**src/hdl/psma_pkg.sv**
```systemverilog
// ============================================================================
// psma_pkg
// Shared types, codes and default constants for the paged sparse memory.
// ============================================================================
package psma_pkg;

    // Default geometry: sixteen pages of 64 KiB each.
    localparam int PAGE_SLOTS_DEF       = 16;
    localparam int PAGE_OFFSET_BITS_DEF = 16;

    localparam int ADDR_W = 32;
    localparam int DATA_W = 32;

    // Access direction.
    localparam logic OP_READ  = 1'b0;
    localparam logic OP_WRITE = 1'b1;

    // Access size codes.
    localparam logic [1:0] SIZE_BYTE = 2'd0;
    localparam logic [1:0] SIZE_HALF = 2'd1;
    localparam logic [1:0] SIZE_WORD = 2'd2;

    // Commands from the controller to the datapath.
    typedef struct packed {
        logic clear_en;  // write one zero word of the clearing sweep
        logic latch;     // capture the accepted input transfer
        logic lookup;    // compare the tag against all mapped slots
        logic alloc;     // resolve the slot, allocate on a miss
        logic read;      // issue the page word read
        logic merge;     // form the result and write back the merged word
    } ctrl_cmd_t;

    // Status from the datapath to the controller.
    typedef struct packed {
        logic clear_done;  // the sweep writes its last word this cycle
    } dp_status_t;

endpackage

```
**src/hdl/psma_ctrl.sv**
```systemverilog
// ============================================================================
// psma_ctrl
// Sequencer: clearing sweep, then lookup, allocate, read and merge per access.
// ============================================================================
module psma_ctrl (
    input  logic                 clk,
    input  logic                 rst_n,
    input  logic                 in_valid,
    output logic                 in_stall,
    output logic                 out_valid,
    input  logic                 out_stall,
    output psma_pkg::ctrl_cmd_t  cmd,
    input  psma_pkg::dp_status_t status
);

    localparam logic [2:0] ST_CLEAR  = 3'd0;
    localparam logic [2:0] ST_IDLE   = 3'd1;
    localparam logic [2:0] ST_LOOKUP = 3'd2;
    localparam logic [2:0] ST_ALLOC  = 3'd3;
    localparam logic [2:0] ST_READ   = 3'd4;
    localparam logic [2:0] ST_MERGE  = 3'd5;

    logic [2:0] state_reg;
    logic [2:0] state_next;
    logic       out_valid_reg;
    logic       out_valid_next;
    logic       out_free;

    // The result register can take a new result when empty or being drained.
    assign out_free = !out_valid_reg || !out_stall;

    always_comb
    begin
        state_next = state_reg;
        cmd        = '0;
        case (state_reg)
            ST_CLEAR:
            begin
                cmd.clear_en = 1'b1;
                if (status.clear_done)
                begin
                    state_next = ST_IDLE;
                end
            end
            ST_IDLE:
            begin
                if (in_valid)
                begin
                    cmd.latch  = 1'b1;
                    state_next = ST_LOOKUP;
                end
            end
            ST_LOOKUP:
            begin
                cmd.lookup = 1'b1;
                state_next = ST_ALLOC;
            end
            ST_ALLOC:
            begin
                cmd.alloc  = 1'b1;
                state_next = ST_READ;
            end
            ST_READ:
            begin
                cmd.read   = 1'b1;
                state_next = ST_MERGE;
            end
            ST_MERGE:
            begin
                if (out_free)
                begin
                    cmd.merge  = 1'b1;
                    state_next = ST_IDLE;
                end
            end
            default:
            begin
                state_next = ST_CLEAR;
            end
        endcase
    end

    always_comb
    begin
        out_valid_next = out_valid_reg && out_stall;
        if (cmd.merge)
        begin
            out_valid_next = 1'b1;
        end
    end

    always_ff @(posedge clk or negedge rst_n)
    begin
        if (!rst_n)
        begin
            state_reg     <= ST_CLEAR;
            out_valid_reg <= 1'b0;
        end
        else
        begin
            state_reg     <= state_next;
            out_valid_reg <= out_valid_next;
        end
    end

    assign in_stall  = (state_reg != ST_IDLE);
    assign out_valid = out_valid_reg;

endmodule
```
**config.mk**
```make
export PLATFORM = sky130hd
export DESIGN_NAME = psma_ctrl
export DESIGN_NICKNAME = d
export VERILOG_FILES = /design/src/hdl/psma_pkg.sv /design/src/hdl/psma_ctrl.sv
export SDC_FILE = /design/constraint.sdc
export NUM_CORES = 1
export LEC_CHECK = 0
export ABC_AREA = 1
export BUFFER_PORTS_ARGS = -buffer_cell sky130_fd_sc_hd__buf_2
export CORE_AREA = 4 4 41 43
export CTS_BUF_LIST = sky130_fd_sc_hd__clkbuf_8
export DETAILED_ROUTE_END_ITERATION = 8
export DIE_AREA = 0 0 45 47
export PLACE_DENSITY_LB_ADDON = 0.1
export SYNTH_ARGS = -nofsm -noshare
export SYNTH_HDL_FRONTEND = slang
export SYNTH_SLANG_ARGS = --single-unit
```
**constraint.sdc**
```tcl
create_clock -name clk -period 0.9 [get_ports clk]
set_clock_uncertainty 0.05 [all_clocks]
set_input_delay 0.18 -clock clk [delete_from_list [all_inputs] [get_ports clk]]
set_output_delay 0.18 -clock clk [all_outputs]
set_load 0.005 [all_outputs]
```
### Yosys cells after proc, flatten, opt, wreduce, memory -nomap -nowiden

Index checks and enable logic that the tools add are counted.

| cells by class | value |
|---|---|
| reductions and logical operators | 6 |
| equal/unequal tests | 9 |
| multiplexer cells | 13 |

Operators by type and width:

| kind | count |
|---|---|
| $pmux W3 S6 | 1 |
| $mux W1 | 9 |
| $mux W3 | 3 |
| $eq A3 B2 Y1 const B | 2 |
| $eq A3 B3 Y1 const B | 2 |
| $ne A2 B2 Y1 const B | 3 |
| $eq A3 B1 Y1 const B | 1 |
| $logic_not A3 Y1 | 1 |
| $ne A3 B1 Y1 const B | 1 |
| $reduce_and A3 Y1 | 1 |
| $logic_not A1 Y1 | 2 |
| $logic_and A1 B1 Y1 | 1 |
| $logic_or A1 B1 Y1 | 1 |

| word-level totals | value |
|---|---|
| output and inout port bits | 8 |
| word-level logic and storage cells | 30 |
| flip-flop bits (word level) | 4 |
| input bits | 5 |

### Depth between registers and ports, before layout

| logic depth | value |
|---|---|
| depth after elaboration | 5 |
| mapped depth | 5 |
| gate-level depth less buffers | 5 |

### Worst setup path after synthesis

Ideal clock, no wire load.

| timing | value |
|---|---|
| kind | register -> output |
| from | register state_reg[1] |
| to | output port cmd[0] (netlist bit) |
| arrival time | 785 ps |
| setup slack | -115 ps |
| cell stages (with the launch flop) | 4 |
| cell sequence | dfrtp_1 inv_1 nand3_1 nor2_1 |

RTL lines:

| what | line | text |
|---|---|---|
| start, declared | psma_ctrl.sv:23 | `logic [2:0] state_reg;` |
| start signal, assigned | psma_ctrl.sv:101 | `state_reg <= state_next;` |
| end, declared | psma_ctrl.sv:12 | `output psma_pkg::ctrl_cmd_t cmd,` |

==> flow_summary.json <==
{
  "violations": "negative setup slack",
  "htreeDepth": 1,
  "slowest_delay_ps": 420,
  "clock_latency_ps": 220,
  "synthesis.instances": 38,
  "drc": 0,
  "crit_fanout": 5,
  "clock_sinks": 4,
  "fmax_mhz": 768,
  "place_ws_ps": -208,
  "final_cells": 77,
  "crit_path_top_delay_cell": "dfrtp_1",
  "period_needed_ps": 1300,
  "endpoint_kind": "output port",
  "die_area_mm2": 0.00212,
  "syn_to_final_growth_pct": 89.9,
  "grt_max_degree": 7,
  "setup_viol_count_final": 12,
  "period_share_pct": 145,
  "ys_ff_latch": 4,
  "die_w_um": 45,
  "power_leakage_uw": 0.000284,
  "finalHoldViolCount": 0,
  "worstSetupStartpointType": "flip-flop",
  "syn-cell-area_um2": 260,
  "ios": 13,
  "antenna_found_initial": 0,
  "hold_path_class": "input pin to flip-flop",
  "fin_nets": 69,
  "start_util_pct": 20.0,
  "avgSynthCellArea_um2": 6.85,
  "postRouteAntennaNets": 0,
  "port-buffer-count": 12,
  "die_h_um": 47,
  "coreArea_mm2": 0.00130,
  "clockBufferDepth": 2,
  "worstMarginPinSlew_ps": 169,
  "seq_area_frac_synth_pct": 38.5,
  "fin_setup_tns_ps": -3310,
  "yosysUniqueCellTypes": 11,
  "vdd_drop_max_uv": 1380,
  "dp_hpwl_um": 549,
  "cp.arrival_ps": 1070,
  "largest_reg_flops": 3,
  "drive_gt1_share_pct": 58.1,
  "grt_pass1_vias": 332,
  "finalMaxSlewViolations": 0,
  "dr.pass1.iters": 3,
  "routed_wl_um": 775,
  "cts.clk_slew.worst_paths_ps": 30,
  "gp_routability_congestion": 0.681,
  "viasPerCell": 3.91,
  "dr_total_vias": 301,
  "synth_fp_nets": 43,
  "fillers": 140,
  "finalPower_uw": 1930,
  "cts_tree": "built",
  "cts_made_buffers": 3,
  "min_path_cells": 4,
  "fin_area_um2": 494,
  "row_count": 13,
  "rsz0062_at_grt": "yes",
  "maxSlewHeadroom_pct": 88.7,
  "wl_per_cell_um": 10.1,
  "antenna_cells": 0,
  "worst_ep_required_time_ps": 670,
  "grt_pass1_wl_mm": 1.21,
  "ff2ff_path_depth": 6,
  "overflow": 0,
  "post-place-cells": 68,
  "fin_ws_ps": -403,
  "worstSetupPathType": "flip-flop to output port",
  "yosysWarnings": 0,
  "drt_iter0_drc": 5,
  "place_area_um2": 364,
  "worstPathCellList": "inv_2 -> buf_6 -> nand2_2 -> inv_2 -> buf_6",
  "grt_usage_pct": 8.24,
  "cts-root-buf": "clkbuf_8",
  "status": "complete, but fails checks",
  "drv_cap": 0,
  "powerDensity_mw_per_mm2": 3900
}
==> power by group <==
group / internal (uW) / switching, uW / total [uW]
Clock: 285 / 90.0 / 375
Sequential: 279 / 149 / 429
Combinational: 590 / 532 / 1120
Total: 1150 / 771 / 1930
==> area by class of cell <==
class	count	area, um2	share of cell area, %
Multi-Input combinational cell	24	148	29.9
Tap cell	15	18.8	3.80
Clock buffer	3	41.3	8.35
Sequential cell	4	103	20.8
Timing Repair Buffer	21	144	29.1
Inverter	10	40.0	8.10
==> cell usage after synthesis (all sizes together) <==
cell type | n | share of area, %
o21ai | 2 | 3.8
nand2 | 3 | 4.3
nor2 | 9 | 14
nand3b | 2 | 5.8
inv | 10 | 14
dfrtp | 4 | 38
a21oi | 1 | 1.9
nor3 | 1 | 3.8
nand3 | 6 | 13
==> what timing repair did <==
| action | CTS | global route |
|---|---|---|
| endpoints found under the setup margin | 11 | 12 |
| hold buffers | 1 | 0 |
| hold endpoints to repair | 4 | 0 |
| resized for setup | 8 | 5 |
| setup buffers | 3 | 3 |
| pin swaps | 1 | 1 |
==> cells by family (layout without fill, tap and decap cells) <==
group	Yosys count	in the layout	synth area share, %
DFF	4	4	38.5
buffers and inverters	10	34	14.4
AOI/OAI and AO/OA	3	3	5.77
and+or+nand+nor	21	21	41.3
==> cells in the final DEF, fill, tap and decap left out, drive strengths merged <==
master,synthesis,final
inv,10,10
dfrtp,4,4
buf,0,20
o21ai,2,2
clkbuf,0,3
dlygate4sd3,0,1
nand3,6,6
nand2,3,3
a21oi,1,1
nor3,1,1
nor2,9,9
nand3b,2,2
==> critical path, delay by kind of cell (launching register included) <==
family | cells | cell delay, ps
flops | 1 | 420
buf+inv | 4 | 400
simple gates | 1 | 50
==> final timing paths <==
kind | from | to | slack, ps
min in group asynchronous | rst_n | state_reg[1]$_DFFE_PN0P_ | 260
setup / recovery | state_reg[1]$_DFFE_PN0P_ | cmd[5] | -400
hold / removal | in_valid | state_reg[0]$_DFFE_PN0P_ | 230
hold reg to reg | out_valid$_DFF_PN0_ | out_valid$_DFF_PN0_ | 570
setup reg to reg | state_reg[0]$_DFFE_PN0P_ | state_reg[1]$_DFFE_PN0P_ | -290
max in group asynchronous | rst_n | state_reg[0]$_DFFE_PN0P_ | 410
==> stage by stage <==
stage	utilization (%)	hold WS (ps)
floorplan	-	-166
global placement	28.0	-59.7
detailed placement	28.0	-62.7
CTS	35.7	236
global route	38.0	270
finish	38.0	234
==> routing by layer <==
| metal | up-vias | wire, um | track usage [%] |
|---|---|---|---|
| met3 | 2 | 43 | 0.383 |
| met1 | 125 | 348 | 9.86 |
| met5 | - | 0 | 0 |
| met4 | 0 | 17 | 10.5 |
| met2 | 10 | 366 | 11.9 |
| li1 | 164 | - | - |
Power figures use the tool's default switching activity.
